===== config.mk =====
export PLATFORM = sky130hd
export DESIGN_NAME = definite_time_overcurrent
export DESIGN_NICKNAME = d
export VERILOG_FILES = /design/src/sv/dto_pkg.sv /design/src/sv/dto_apb_regs.sv /design/src/sv/dto_channel.sv /design/src/sv/definite_time_overcurrent.sv
export SDC_FILE = /design/constraint.sdc
export NUM_CORES = 1
export LEC_CHECK = 0
export BUFFER_PORTS_ARGS = -buffer_cell sky130_fd_sc_hd__buf_2
export CAP_MARGIN = 20
export CORE_ASPECT_RATIO = 0.9
export CORE_MARGIN = 1.5
export CORE_UTILIZATION = 48
export CTS_CLUSTER_DIAMETER = 100
export DETAILED_ROUTE_END_ITERATION = 8
export PLACE_DENSITY = 0.66
export SETUP_SLACK_MARGIN = 0.4
export SLEW_MARGIN = 10
export SYNTH_ARGS = -nofsm -noshare
export SYNTH_HDL_FRONTEND = slang
export SYNTH_HIERARCHICAL = 1
export SYNTH_SLANG_ARGS = --single-unit

===== constraint.sdc =====
create_clock -name i_clk -period 28 [get_ports i_clk]
set_clock_uncertainty 0.15 [all_clocks]
set_input_delay 1.4 -clock i_clk [delete_from_list [all_inputs] [get_ports i_clk]]
set_output_delay 1.4 -clock i_clk [all_outputs]
set_load 0.01 [all_outputs]

===== src/sv/dto_pkg.sv =====
`timescale 1ns / 1ps
// ----------------------------------------------------------------------------
// dto_pkg: shared types and constants for the definite-time overcurrent block
// Register map, field widths and the structs passed between the modules.
// ----------------------------------------------------------------------------
package dto_pkg;

    localparam int MAG_W    = 16;
    localparam int DELTA_W  = 24;
    localparam int DIAL_W   = 32;
    localparam int NUM_CH   = 3;
    localparam int PADDR_W  = 4;
    localparam int PDATA_W  = 32;

    // Register indexes (byte address = 4 * index)
    localparam logic [1:0] REG_PICKUP_LEVEL = 2'd0;
    localparam logic [1:0] REG_TIME_DIAL    = 2'd1;
    localparam logic [1:0] REG_MODE_NEUTRAL = 2'd2;

    localparam logic [MAG_W-1:0]  PICKUP_LEVEL_RST = 16'hFFFF;
    localparam logic [DIAL_W-1:0] TIME_DIAL_RST    = 32'd100000;

    typedef struct packed {
        logic [MAG_W-1:0]  pickup_level;
        logic [DIAL_W-1:0] time_dial_us;
        logic              mode_neutral;
    } t_cfg;

    typedef struct packed {
        logic pickup;
        logic trip;
        logic changed;
    } t_ch_status;

endpackage


===== src/sv/dto_apb_regs.sv =====
`timescale 1ns / 1ps
// ----------------------------------------------------------------------------
// dto_apb_regs: configuration register file
// APB-style write and read of pickup level, time dial and mode.
// ----------------------------------------------------------------------------
module dto_apb_regs import dto_pkg::*; (
    input  logic               i_clk,
    input  logic               i_rst_n,
    input  logic               psel,
    input  logic               penable,
    input  logic               pwrite,
    input  logic [PADDR_W-1:0] paddr,
    input  logic [PDATA_W-1:0] pwdata,
    output logic [PDATA_W-1:0] prdata,
    output logic               pready,
    output t_cfg               o_cfg
);

    t_cfg       r_cfg;
    logic       wr_en;
    logic [1:0] reg_idx;

    assign pready  = 1'b1;
    assign wr_en   = psel && penable && pwrite && pready;
    assign reg_idx = paddr[PADDR_W-1:2];

    always_ff @(posedge i_clk) begin
        if (!i_rst_n) begin
            r_cfg.pickup_level <= PICKUP_LEVEL_RST;
            r_cfg.time_dial_us <= TIME_DIAL_RST;
            r_cfg.mode_neutral <= 1'b0;
        end else if (wr_en) begin
            unique case (reg_idx)
                REG_PICKUP_LEVEL: r_cfg.pickup_level <= pwdata[MAG_W-1:0];
                REG_TIME_DIAL:    r_cfg.time_dial_us <= pwdata[DIAL_W-1:0];
                REG_MODE_NEUTRAL: r_cfg.mode_neutral <= pwdata[0];
                default: ;
            endcase
        end
    end

    always_comb begin
        unique case (reg_idx)
            REG_PICKUP_LEVEL: prdata = {{(PDATA_W-MAG_W){1'b0}}, r_cfg.pickup_level};
            REG_TIME_DIAL:    prdata = r_cfg.time_dial_us;
            REG_MODE_NEUTRAL: prdata = {{(PDATA_W-1){1'b0}}, r_cfg.mode_neutral};
            default:          prdata = '0;
        endcase
    end

    assign o_cfg = r_cfg;

endmodule


===== src/sv/dto_channel.sv =====
`timescale 1ns / 1ps
// ----------------------------------------------------------------------------
// dto_channel: one protection channel
// Holds the saturating overcurrent timer and the pickup and trip flags.
// ----------------------------------------------------------------------------
module dto_channel import dto_pkg::*; #(
    parameter int TIMER_WIDTH = 32
) (
    input  logic                   i_clk,
    input  logic                   i_rst_n,
    input  logic                   i_step,
    input  logic                   i_active,
    input  logic [MAG_W-1:0]       i_mag,
    input  logic [MAG_W-1:0]       i_level,
    input  logic [DELTA_W-1:0]     i_delta,
    input  logic [DIAL_W-1:0]      i_dial,
    output t_ch_status             o_status,
    output logic [TIMER_WIDTH-1:0] o_timer
);

    localparam int SUM_W = ((TIMER_WIDTH > DELTA_W) ? TIMER_WIDTH : DELTA_W) + 1;
    localparam int CMP_W = ((TIMER_WIDTH > DIAL_W) ? TIMER_WIDTH : DIAL_W) + 1;

    logic [TIMER_WIDTH-1:0] r_timer;
    logic                   r_pick;
    logic                   r_trip;
    logic [TIMER_WIDTH-1:0] n_timer;
    logic                   n_pick;
    logic                   n_trip;
    logic                   over;
    logic [SUM_W-1:0]       sum;
    logic [TIMER_WIDTH-1:0] sat;

    always_comb begin
        over = i_active && (i_mag > i_level);
        sum  = {{(SUM_W-TIMER_WIDTH){1'b0}}, r_timer} + {{(SUM_W-DELTA_W){1'b0}}, i_delta};
        // stop at full scale rather than wrap
        sat  = (|sum[SUM_W-1:TIMER_WIDTH]) ? {TIMER_WIDTH{1'b1}} : sum[TIMER_WIDTH-1:0];
        n_timer = over ? sat : '0;
        n_pick  = over;
        n_trip  = over && (r_trip || ({{(CMP_W-TIMER_WIDTH){1'b0}}, sat} >
                                      {{(CMP_W-DIAL_W){1'b0}}, i_dial}));
    end

    always_ff @(posedge i_clk) begin
        if (!i_rst_n) begin
            r_timer <= '0;
            r_pick  <= 1'b0;
            r_trip  <= 1'b0;
        end else if (i_step) begin
            r_timer <= n_timer;
            r_pick  <= n_pick;
            r_trip  <= n_trip;
        end
    end

    assign o_status.pickup  = n_pick;
    assign o_status.trip    = n_trip;
    assign o_status.changed = (n_pick != r_pick) || (n_trip != r_trip);
    assign o_timer          = n_timer;

endmodule


===== src/sv/definite_time_overcurrent.sv =====
`timescale 1ns / 1ps
// Pipeline: the input register takes a beat at the accepting edge and hands
//   it to the result register once that register is empty or its beat is
//   being taken, so a result stream held off stalls the input side.
// Throughput: one beat per cycle while results are taken; the single-pass
//   update of the three channel timers between the two registers sets that rate.
// Reset (i_rst_n low, synchronous): timers, flags and both pipeline stages
//   clear; registers return to pickup 65535, dial 100000 us, phase mode.
// ----------------------------------------------------------------------------
// definite_time_overcurrent: definite-time overcurrent protection block
// Three phase channels or one neutral channel, each with a saturating timer;
// reports combined pickup and trip, flag changes and time left to trip.
// ----------------------------------------------------------------------------
module definite_time_overcurrent import dto_pkg::*; #(
    parameter int TIMER_WIDTH = 32
) (
    input  logic               i_clk,
    input  logic               i_rst_n,
    // configuration port
    input  logic               psel,
    input  logic               penable,
    input  logic               pwrite,
    input  logic [PADDR_W-1:0] paddr,
    input  logic [PDATA_W-1:0] pwdata,
    output logic [PDATA_W-1:0] prdata,
    output logic               pready,
    // input stream
    input  logic               s_axis_tvalid,
    output logic               s_axis_tready,
    // mag_a[15:0], mag_b[31:16], mag_c[47:32], mag_n[63:48], delta_us[87:64]
    input  logic [87:0]        s_axis_tdata,
    // result stream
    output logic               m_axis_tvalid,
    input  logic               m_axis_tready,
    // pickup_any[0], trip_any[1], changed[2], pickup_mask[5:3],
    // remaining_us[37:6], zero fill [39:38]
    output logic [39:0]        m_axis_tdata
);

    localparam int CMP_W = ((TIMER_WIDTH > DIAL_W) ? TIMER_WIDTH : DIAL_W) + 1;

    t_cfg cfg;

    dto_apb_regs u_regs (
        .i_clk   (i_clk),
        .i_rst_n (i_rst_n),
        .psel    (psel),
        .penable (penable),
        .pwrite  (pwrite),
        .paddr   (paddr),
        .pwdata  (pwdata),
        .prdata  (prdata),
        .pready  (pready),
        .o_cfg   (cfg)
    );

    // ---------------- input register ----------------
    logic               r_in_valid;
    logic [87:0]        r_in_data;
    logic               advance;
    logic               in_beat;

    // Advance the input register into the result register whenever the
    // result register is empty or its beat is being taken this cycle.
    assign advance       = r_in_valid && (!m_axis_tvalid || m_axis_tready);
    assign s_axis_tready = !r_in_valid || advance;
    assign in_beat       = s_axis_tvalid && s_axis_tready;

    always_ff @(posedge i_clk) begin
        if (!i_rst_n) begin
            r_in_valid <= 1'b0;
        end else if (in_beat) begin
            r_in_valid <= 1'b1;
        end else if (advance) begin
            r_in_valid <= 1'b0;
        end
    end

    always_ff @(posedge i_clk) begin
        if (in_beat) begin
            r_in_data <= s_axis_tdata;
        end
    end

    // ---------------- channels ----------------
    logic [MAG_W-1:0]       ch_mag    [NUM_CH];
    logic [NUM_CH-1:0]      ch_active;
    t_ch_status             ch_status [NUM_CH];
    logic [TIMER_WIDTH-1:0] ch_timer  [NUM_CH];
    logic [DELTA_W-1:0]     delta;

    assign delta = r_in_data[87:64];

    // In neutral mode channel 0 follows the neutral magnitude and the other
    // two are held cleared on every beat.
    always_comb begin
        ch_mag[0] = cfg.mode_neutral ? r_in_data[63:48] : r_in_data[15:0];
        ch_mag[1] = r_in_data[31:16];
        ch_mag[2] = r_in_data[47:32];
        ch_active = cfg.mode_neutral ? 3'b001 : 3'b111;
    end

    for (genvar g = 0; g < NUM_CH; g++) begin : g_ch
        dto_channel #(.TIMER_WIDTH(TIMER_WIDTH)) u_ch (
            .i_clk    (i_clk),
            .i_rst_n  (i_rst_n),
            .i_step   (advance),
            .i_active (ch_active[g]),
            .i_mag    (ch_mag[g]),
            .i_level  (cfg.pickup_level),
            .i_delta  (delta),
            .i_dial   (cfg.time_dial_us),
            .o_status (ch_status[g]),
            .o_timer  (ch_timer[g])
        );
    end

    // ---------------- combine ----------------
    logic [NUM_CH-1:0]      pick_mask;
    logic [NUM_CH-1:0]      trip_mask;
    logic                   any_change;
    logic [TIMER_WIDTH-1:0] min_t;
    logic [CMP_W-1:0]       dial_x;
    logic [CMP_W-1:0]       min_x;
    logic [CMP_W-1:0]       diff;
    logic [DIAL_W-1:0]      remaining;

    always_comb begin
        any_change = 1'b0;
        min_t      = {TIMER_WIDTH{1'b1}};
        for (int k = 0; k < NUM_CH; k++) begin
            pick_mask[k] = ch_status[k].pickup;
            trip_mask[k] = ch_status[k].trip;
            any_change   = any_change || ch_status[k].changed;
            // only picked-up channels compete for the lowest timer value
            if (ch_status[k].pickup && (ch_timer[k] < min_t)) begin
                min_t = ch_timer[k];
            end
        end
        dial_x = {{(CMP_W-DIAL_W){1'b0}}, cfg.time_dial_us};
        min_x  = {{(CMP_W-TIMER_WIDTH){1'b0}}, min_t};
        diff   = dial_x - min_x;
        // floor at zero when nothing is picked up or the dial is reached
        remaining = ((|pick_mask) && (dial_x > min_x)) ? diff[DIAL_W-1:0] : '0;
    end

    // ---------------- result register ----------------
    always_ff @(posedge i_clk) begin
        if (!i_rst_n) begin
            m_axis_tvalid <= 1'b0;
        end else if (advance) begin
            m_axis_tvalid <= 1'b1;
        end else if (m_axis_tready) begin
            m_axis_tvalid <= 1'b0;
        end
    end

    always_ff @(posedge i_clk) begin
        if (advance) begin
            m_axis_tdata <= {2'b00, remaining, pick_mask, any_change,
                             |trip_mask, |pick_mask};
        end
    end

endmodule


After elaboration in Yosys (flattened, before gate mapping)
Index checks and enable logic that the tools add are counted.
Storage, ports and cells
  output and inout port bits: 75
  register bits after elaboration: 279
  input bits: 131
  logic and storage cells: 89
Operators by class
  $lt $le $gt $ge: 10
  multiplexer cells: 16
  add/sub/neg operators: 4
  reduce and logical (&&, ||, !) cells: 34
  equality and inequality tests: 8
Operator list (count)
  32-bit 2-to-1 mux: 9
  32-bit > comparator: 4
  32-bit by 24-bit adder with 33-bit output: 3
  32-bit case mux with 3 select lines: 1
  32-bit < comparator: 2
  16-bit > comparator: 3
  32-bit < comparator (second input constant): 1
  32-bit subtractor: 1
  16-bit 2-to-1 mux: 1
  1-bit logical AND: 14
  1-bit logical OR: 10
  1-bit inequality test: 6
  2-bit AND reduction: 3
  3-bit OR reduction: 2
  1-bit 2-to-1 mux: 4
  2-bit nonzero test: 2
  3-bit 2-to-1 mux: 1
  2-bit by 1-bit == test with 1-bit output (second input constant): 1
  2-bit == test (second input constant): 1
  1-bit logical NOT: 2
  2-bit logical NOT: 1

Depth between registers and ports, before layout
Gate-level depths: netlist of run 1.
  depth after elaboration: 15
  mapped depth: 50
  gate-level depth less buffers: 44

By module
The synthesis of run 1 kept the hierarchy.
Modules (own cells, without submodules)
  dto_channel (g_ch[0].u_ch ...): cells an instance 590, instances 2, area an instance 4295.4 um2, sequential area each 680.7 um2
  definite_time_overcurrent: cells an instance 753, instances 1, area an instance 8206.6 um2, sequential area each 3823.7 um2
  dto_channel (g_ch[2].u_ch): cells an instance 626, instances 1, area an instance 4460.5 um2, sequential area each 680.7 um2
  dto_apb_regs: cells an instance 271, instances 1, area an instance 2411.1 um2, sequential area each 980.9 um2

Worst setup path before layout of run 1
No wires, ideal clock.
  path kind: flip-flop to flip-flop
  from: reg u_regs.r_cfg (netlist bit u_regs/o_cfg[0])
  to: reg m_axis_tdata[37] (data pin)
  stages on the path, launching flop included: 46
  required time: 27590 ps
  buffers on the path: 7
  clock period less this slack: 11173 ps
  slack: 16827 ps
  arrival time: 10763 ps
  library setup time: 260 ps
  path through: dfxtp_1 -> clkbuf_1 -> buf_1 -> mux2_2 -> ha_1 -> nand2_1 -> o21a_1 -> o211a_1 -> o211ai_1 -> nand3_1 -> clkbuf_1 -> nor3_1 -> nand4_1 -> or4_1 -> o21ai_2 -> buf_1 -> nor2_1 -> ha_1 -> (+10 left out) -> a21o_1 -> a21o_1 -> a221oi_1 -> o21ai_0 -> a211oi_1 -> nor4bb_4 -> a221oi_4 -> buf_4 -> mux2_1 -> ha_1 -> a2111oi_0 -> a21oi_1 -> a311oi_1 -> a211oi_1 -> o31ai_1 -> a311oi_1 -> a31oi_1 -> mux2_2
RTL lines
  start: declaration: RTL line dto_apb_regs.sv:19  | t_cfg r_cfg;
  end signal: assignment: RTL line definite_time_overcurrent.sv:160  | m_axis_tdata <= {2'b00, remaining, pick_mask, any_change,
  end: declaration: RTL line definite_time_overcurrent.sv:37  | output logic [39:0] m_axis_tdata

==> impl_metrics.tcl, run 1 <==
set metrics [dict create \
    worstMarginPinSlew_ns 1.175 \
    startpoint "r_in_data[81]" \
    postSynthCellCount 2830 \
    drtPass1Iterations 6 \
    clock_sinks 279 \
    critPathLaunchType "flip-flop" \
    grt_pass1_vias 20650 \
    core_um2 48940 \
    slew_headroom_pct 20.95 \
    grt_max_degree 86 \
    ys_seq_area_share_pct 28.93 \
    area_growth_pct 10.31 \
    p_comb_share_pct 13.9 \
    p_clk_share_pct 43.4 \
    p_seq_share_pct 42.7 \
    crit_path_end_kind "flip-flop" \
    num_antenna_cells 0 \
    cts_buffers 35 \
    p_per_area_nw_per_um2 40.27 \
    fin_nets 3415 \
    final_hold_viol_count 0 \
    yosysWarnings 6 \
    synthDistinctLibCells 95 \
    design.die.area_um2 50650 \
    fmax_mhz 70.04 \
    switching_share_pct 27.37 \
    p_int_w 0.0007638 \
    reg2reg_from "r_in_data[81]" \
    grt_pass1_wl_mm 118.9 \
    initial_core_util_pct 48.36 \
    ys_seq_elements 279 \
    timing.critical_path.to "m_axis_tdata[37]" \
    fillers 4561 \
    post_cts_buffers 0 \
    setup_viol_count_final 0 \
    switchingPower_w 0.0002878 \
    slowest_stage "nor4_2" \
    clk_pin_slew_ns 0.06 \
    reg2reg_to "m_axis_tdata[37]" \
    vias_per_cell 6.042 \
    hpwl_mm 62.29 \
    rsz0062_at_grt "no" \
    met2_usage_pct 50.34 \
    syn_area_um2 23670 \
    clock_latency_ns 0.55 \
    met3_usage_pct 3.991 \
    peakVddDrop_uv 52.22 \
    fin_crit_sh_pct 50.99 \
    antenna_found_initial 1 \
    final.min_clock_period_ns 14.28 \
    rows 77 \
    final_layout_size_suffix_gt1_share_pct 12.45 \
    cts_resized 0 \
    grt.overflow.total 0 \
    outcome "completed" \
    async_flop_share_pct 0 \
    dr_total_vias 21930 \
    die_h_um 213.7 \
    cts_max_level 2 \
    leakagePower_nw 12.23 \
    required_ns 28.14 \
    r2r.worst_path.cells 43 \
    io_pins 206 \
    cts_hold_buf 0 \
    portBuffers 200 \
    worstPathMaxFanout 63 \
    gp_congestion 0.9686 \
    crit_type "flip-flop to flip-flop" \
    reg2reg_slack_ns 13.72 \
    synth_area_per_cell_um2 8.364 \
    drv_slew 0 \
    routed_wirelength_mm 78.80 \
    cts_tree "done" \
    use_met1_pct 41.27 \
    worstPathArrival_ns 14.42 \
    dieWidth_um 237.1 \
    wl_per_cell_um 21.71 \
    drc 0 \
    min_path_type "flip-flop to flip-flop" \
    grt_use_total_pct 30.56 \
    tns_ns 0 \
    top_usage_layer "met2" \
    synth_ff_type "dfxtp_1" \
    max-cap-violations 0 \
    max_stage_delay_ns 0.72 \
    synth_edf_count 126 \
    drtIter0Drc 1829 \
    cts_buffer_depth 3 \
    cts_root_buf "clkbuf_16" \
    hold_ws_ns 0.3012 \
    ant_nets 0 \
]
-- worst max-delay path: cells and delay by family (launching register included) --
| family | cells | cell delay (ns) |
|---|---|---|
| AOI/OAI and AO/OA | 13 | 4.49 |
| adders and majority gates | 5 | 1.87 |
| buffers and inverters | 5 | 1.63 |
| DFF | 1 | 0.54 |
| muxes | 2 | 0.57 |
| and+or+nand+nor | 18 | 4.71 |
-- state kept, by name, summed over array words and instances (netlist names) --
register	count
g_ch.u_ch/r_pick	3
g_ch.u_ch/r_timer	96
g_ch.u_ch/r_trip	3
m_axis_tdata	38
m_axis_tvalid	1
r_in_data	88
r_in_valid	1
u_regs/o_cfg	49
-- worst min path at each step --
| stage | depth (start not counted) | from | endpoint | slack (ns) |
|---|---|---|---|---|
| after CTS | 2 | g_ch[1].u_ch/r_timer[8] | g_ch[1].u_ch/r_timer[8] | 0.31 |
| after detailed placement | 2 | g_ch[2].u_ch/r_timer[4] | g_ch[2].u_ch/r_timer[4] | 0.30 |
| after global routing | 2 | g_ch[1].u_ch/r_timer[12] | g_ch[1].u_ch/r_timer[12] | 0.32 |
| final | 2 | g_ch[1].u_ch/r_timer[6] | g_ch[1].u_ch/r_timer[6] | 0.30 |
| after floorplan | 2 | g_ch[0].u_ch/r_timer[0] | g_ch[0].u_ch/r_timer[0] | 0.28 |
| after global placement | 2 | g_ch[2].u_ch/r_timer[13] | g_ch[2].u_ch/r_timer[13] | 0.29 |
-- cell usage after synthesis (22+ instances only) --
cell / count / area share [%]
and2_1: 36 / 0.95
nor3_1: 36 / 0.76
edfxtp_1: 126 / 16
nand3_1: 48 / 1.0
o21a_1: 31 / 0.98
nand2_1: 265 / 4.2
mux2i_1: 56 / 2.4
ha_1: 308 / 16
and3_1: 22 / 0.58
clkbuf_1: 46 / 0.73
mux2_2: 45 / 2.1
buf_2: 37 / 0.78
a21oi_1: 205 / 4.3
a21o_1: 94 / 3.0
o211ai_1: 41 / 1.3
a31oi_1: 32 / 0.85
o21ai_0: 139 / 2.9
nand4_1: 80 / 2.1
xor2_1: 33 / 1.2
nor2_1: 255 / 4.0
inv_1: 285 / 4.5
o21ai_1: 41 / 0.87
nor2b_1: 39 / 1.0
a211oi_1: 38 / 1.2
dfxtp_1: 153 / 13
xnor2_1: 37 / 1.4
-- power groups by stage --
stage                     Sequential (W)  Clock, W  Combinational [W]
after floorplan                 0.000453         0          0.0000953
after global placement          0.000457         0           0.000139
final                           0.000449  0.000457           0.000146
after global routing            0.000449  0.000477           0.000160
after detailed placement        0.000457         0           0.000143
after CTS                       0.000449  0.000464           0.000144
-- layer usage --
metal / wire length, um / vias up
met4: 2584 / 2
met3: 5193 / 141
li1: - / 10510
met5: 17 / -
met2: 35610 / 829
met1: 35390 / 10440
-- kinds of logic (layout without fill, tap and decap cells) --
group           Yosys count  in the layout  share of synthesized area, %
simple gates            889            889                         18.31
compound gates          768            768                         21.31
buf+inv                 401            566                         7.359
fa+ha+maj               313            313                         16.66
flops                   279            279                         28.93
mux                     107            107                         4.795
xor+xnor                 70             70                         2.590
other cells               3              5                       0.04757
-- layout by cell type (no fill, tap or decap), types with 9 or more instances in the layout --
| cell type | count |
|---|---|
| edfxtp_1 | 126 |
| nand2b_1 | 12 |
| and2_1 | 35 |
| dfxtp_1 | 153 |
| o211ai_1 | 41 |
| o21ai_1 | 41 |
| o21ai_0 | 139 |
| nor4_1 | 10 |
| a21oi_1 | 204 |
| inv_1 | 285 |
| a22o_1 | 9 |
| buf_4 | 18 |
| mux2i_1 | 56 |
| xor2_1 | 33 |
| nand2_1 | 265 |
| clkbuf_16 | 38 |
| a21o_1 | 94 |
| o21a_1 | 31 |
| nand3_1 | 48 |
| a31oi_1 | 32 |
| and4_1 | 13 |
| nand4_1 | 80 |
| mux2_2 | 45 |
| xnor2_1 | 37 |
| nor3_1 | 36 |
| buf_2 | 200 |
| nor2b_1 | 36 |
| and3_1 | 22 |
| a311oi_1 | 13 |
| a211oi_1 | 38 |
| or3_1 | 21 |
| ha_1 | 308 |
| nor2_1 | 255 |
| o31ai_1 | 17 |
-- layout make-up --
type                            count  area (um2)  area share (%)
Sequential cell                   279        6847           26.22
Timing Repair Buffer              219        1151           4.409
Clock inverter                     11       92.59          0.3546
Multi-Input combinational cell   2152       15110           57.86
Tap cell                          632       790.8           3.029
Inverter                          285        1070           4.097
Clock buffer                       51        1052           4.030
-- per-stage QoR --
step | total power, W | instances | setup slack [ns] | util [%] | cell area [um2]
2_1_floorplan | 0.0005478 | 2832 | 16.83 | - | 23680
3_3_place_gp | 0.0005960 | 3565 | 14.06 | 50.97 | 24950
3_5_place_dp | 0.0006000 | 3567 | 13.96 | 51.01 | 24970
4_1_cts | 0.001057 | 3629 | 13.90 | 53.35 | 26110
5_1_grt | 0.001087 | 3629 | 13.08 | 53.35 | 26110
6_report | 0.001052 | 3629 | 13.72 | 53.35 | 26110
No activity file was read; power rests on OpenSTA's default activity.
==> inputs of run 2 (changes only) <==
--- a/config.mk
+++ b/config.mk
@@ -5,6 +5,7 @@
 export SDC_FILE = /design/constraint.sdc
 export NUM_CORES = 1
 export LEC_CHECK = 0
+export ABC_AREA = 1
 export BUFFER_PORTS_ARGS = -buffer_cell sky130_fd_sc_hd__buf_2
 export CAP_MARGIN = 20
 export CORE_ASPECT_RATIO = 0.9
==> constraint.sdc (replaced) <==
create_clock -name i_clk -period 14.77 [get_ports i_clk]
set_clock_uncertainty 0.15 [all_clocks]
set_input_delay 0.7385 -clock i_clk [delete_from_list [all_inputs] [get_ports i_clk]]
set_output_delay 0.7385 -clock i_clk [all_outputs]
set_load 0.01 [all_outputs]
==> impl_metrics.tcl, run 2 <==
set metrics [dict create \
    drv_slew 0 \
    design.die.area_um2 57950 \
    layout_common_cells "nand2_1 (1056), inv_1 (788), ha_1 (308)" \
    total_power_w 0.002365 \
    crit_type "flip-flop to flip-flop" \
    cts_root_buf "clkbuf_16" \
    critPathLaunchType "flip-flop" \
    worstPathMaxFanout 63 \
    grt_pass1_wl_mm 136.9 \
    dpl_cell_area_um2 28530 \
    grt_max_degree 187 \
    fin_area_um2 29590 \
    clock_latency_ns 0.61 \
    ff_latch_area_um2 6847 \
    fillers 5695 \
    r2r.worst_path.cells 53 \
    postSynthCellCount 4016 \
    regMostFlops "g_ch.u_ch/r_timer" \
    grt.overflow.total 0 \
    tns_ns 0 \
    synth_ff_type "dfxtp_1" \
    fin_nets 4603 \
    worstPathArrival_ns 13.15 \
    final.min_clock_period_ns 12.95 \
    die_h_um 228.5 \
    ys_seq_area_share_pct 25.24 \
    async_flop_share_pct 0 \
    core_um2 55810 \
    startpoint "u_regs/o_cfg[0]" \
    synthTopCellsByArea "nand2_1 (15%), ha_1 (14%), edfxtp_1 (14%)" \
    max-cap-violations 0 \
    vias_per_cell 5.247 \
    dieWidth_um 253.6 \
    grt_pass1_vias 23290 \
    p_per_area_nw_per_um2 79.93 \
    wl_per_cell_um 18.47 \
    synth_top_family_by_area "simple AND/OR/NAND/NOR gates" \
    setup_viol_count_final 0 \
    min_path_type "input pin to flip-flop" \
    cts_buffers 31 \
    synth_area_per_cell_um2 6.754 \
    yosysMostFrequentCell "nand2_1" \
    crit_path_end_kind "flip-flop" \
    cts_max_level 1 \
    ant_nets 0 \
    area_growth_pct 9.078 \
    final_layout_size_suffix_gt1_share_pct 14.22 \
    routed_wirelength_mm 91.27 \
    netlist.area_leader.share_pct 14.63 \
    rows 82 \
    synth.area.mux_share_pct 0 \
    synth-compound-area-share_pct 11.96 \
    timing.critical_path.to "m_axis_tdata[25]" \
    ys_seq_elements 279 \
    fin_crit_sh_pct 87.66 \
    initial_core_util_pct 48.60 \
    gp_congestion 1.036 \
    reg2reg_from "u_regs/o_cfg[0]" \
    synth_edf_count 126 \
    grt_use_total_pct 31.11 \
    synthAdderAreaFrac_pct 14.50 \
    reg2reg_slack_ns 1.82 \
    clk_pin_slew_ns 0.06 \
    multi_input_area_um2 16620 \
    hpwl_mm 71.97 \
    peakVddDrop_uv 108.6 \
    yosys.area_share.simple_pct 32.87 \
    synth_xor_area_share_pct 1.744 \
    synthDistinctLibCells 59 \
    largest_reg_flops 96 \
    crit_top_cell "nand2_1" \
    clock_sinks 279 \
    max_stage_delay_ns 0.86 \
    drc 0 \
    worstMarginPinSlew_ns 1.086 \
    syn_area_um2 27130 \
    layout_commonest_cell "nand2_1" \
    synth_top_area_cell "nand2_1" \
    outcome "completed" \
    slowest_stage "dfxtp_1" \
    rsz0062_at_grt "no" \
    cts_buffer_depth 3 \
    reg2reg_to "m_axis_tdata[25]" \
    cts_tree "done" \
    antenna_found_initial 3 \
    io_pins 206 \
    fmax_mhz 77.24 \
    slew_headroom_pct 27.63 \
    drtIter0Drc 2418 \
    yosysWarnings 6 \
    final_hold_viol_count 0 \
    leakagePower_nw 16.40 \
    dr_total_vias 25930 \
    portBuffers 200 \
    netlist_top_cells_count "nand2_1 (1057), inv_1 (789), ha_1 (308)" \
    drtPass1Iterations 6 \
    required_ns 14.98 \
]
[run 2: worst max-delay path: cells and delay by family, from the launching register on]
family	cells	cell delay [ns]
simple gates	23	4.11
fa+ha+maj	4	1.40
compound gates	21	4.19
flops	1	0.86
buf+inv	5	1.92
[run 2: metal layers]
metal	share of wire, %	global-route usage [%]	wire, um
met2	41	45.65	37050
met3	9.0	3.940	8179
met4	3.4	9.244	3126
met5	0.025	0	23
met1	47	46.96	42890
[run 2: what timing repair did]
item | in CTS | in global routing
hold buffers | 0 | 0
gates resized for setup | 0 | 2
setup endpoints to repair | 0 | 23
setup buffers | 0 | 0
[run 2: final cells by class]
type | count | share of cell area [%]
multi-input cells | 2830 | 56.17
well taps | 756 | 3.197
repair buffers | 210 | 3.687
flip-flops and latches | 279 | 23.14
diodes | 1 | 0.008457
clock inverters | 13 | 0.4863
inverters | 808 | 10.27
clock buffers | 45 | 3.049
[run 2: kinds of logic after synthesis]
group           after synthesis
other cells                   3
compound gates              558
simple gates               1902
xor+xnor                     54
flops                       279
buf+inv                     908
fa+ha+maj                   312
[run 2: worst min-delay path by stage]
stage | start | endpoint | cells after the start
2_1_floorplan | r_in_valid | m_axis_tvalid | 2
3_3_place_gp | g_ch[0].u_ch/r_pick | g_ch[0].u_ch/r_pick | 2
3_5_place_dp | g_ch[0].u_ch/r_pick | g_ch[0].u_ch/r_pick | 2
4_1_cts | s_axis_tdata[38] | r_in_data[38] | 1
5_1_grt | s_axis_tdata[59] | r_in_data[59] | 1
6_report | s_axis_tdata[38] | r_in_data[38] | 1
[run 2: report_power, final]
group          leakage, nW  switching [W]  internal (W)
Clock                0.518       0.000351      0.000461
Sequential            2.48      0.0000477      0.000850
Combinational         13.4       0.000428      0.000227
[run 2: per-stage QoR]
step                hold slack (ns)  utilization (%)  setup slack (ns)  std cells
floorplan                    0.2973                -             5.357       4017
global placement             0.3212            51.12             1.568       4883
detailed placement           0.3220            51.12             1.568       4883
CTS                          0.1324            53.00             1.502       4941
global route                 0.1370            53.01            0.5803       4942
finish                       0.1551            53.01             1.823       4942
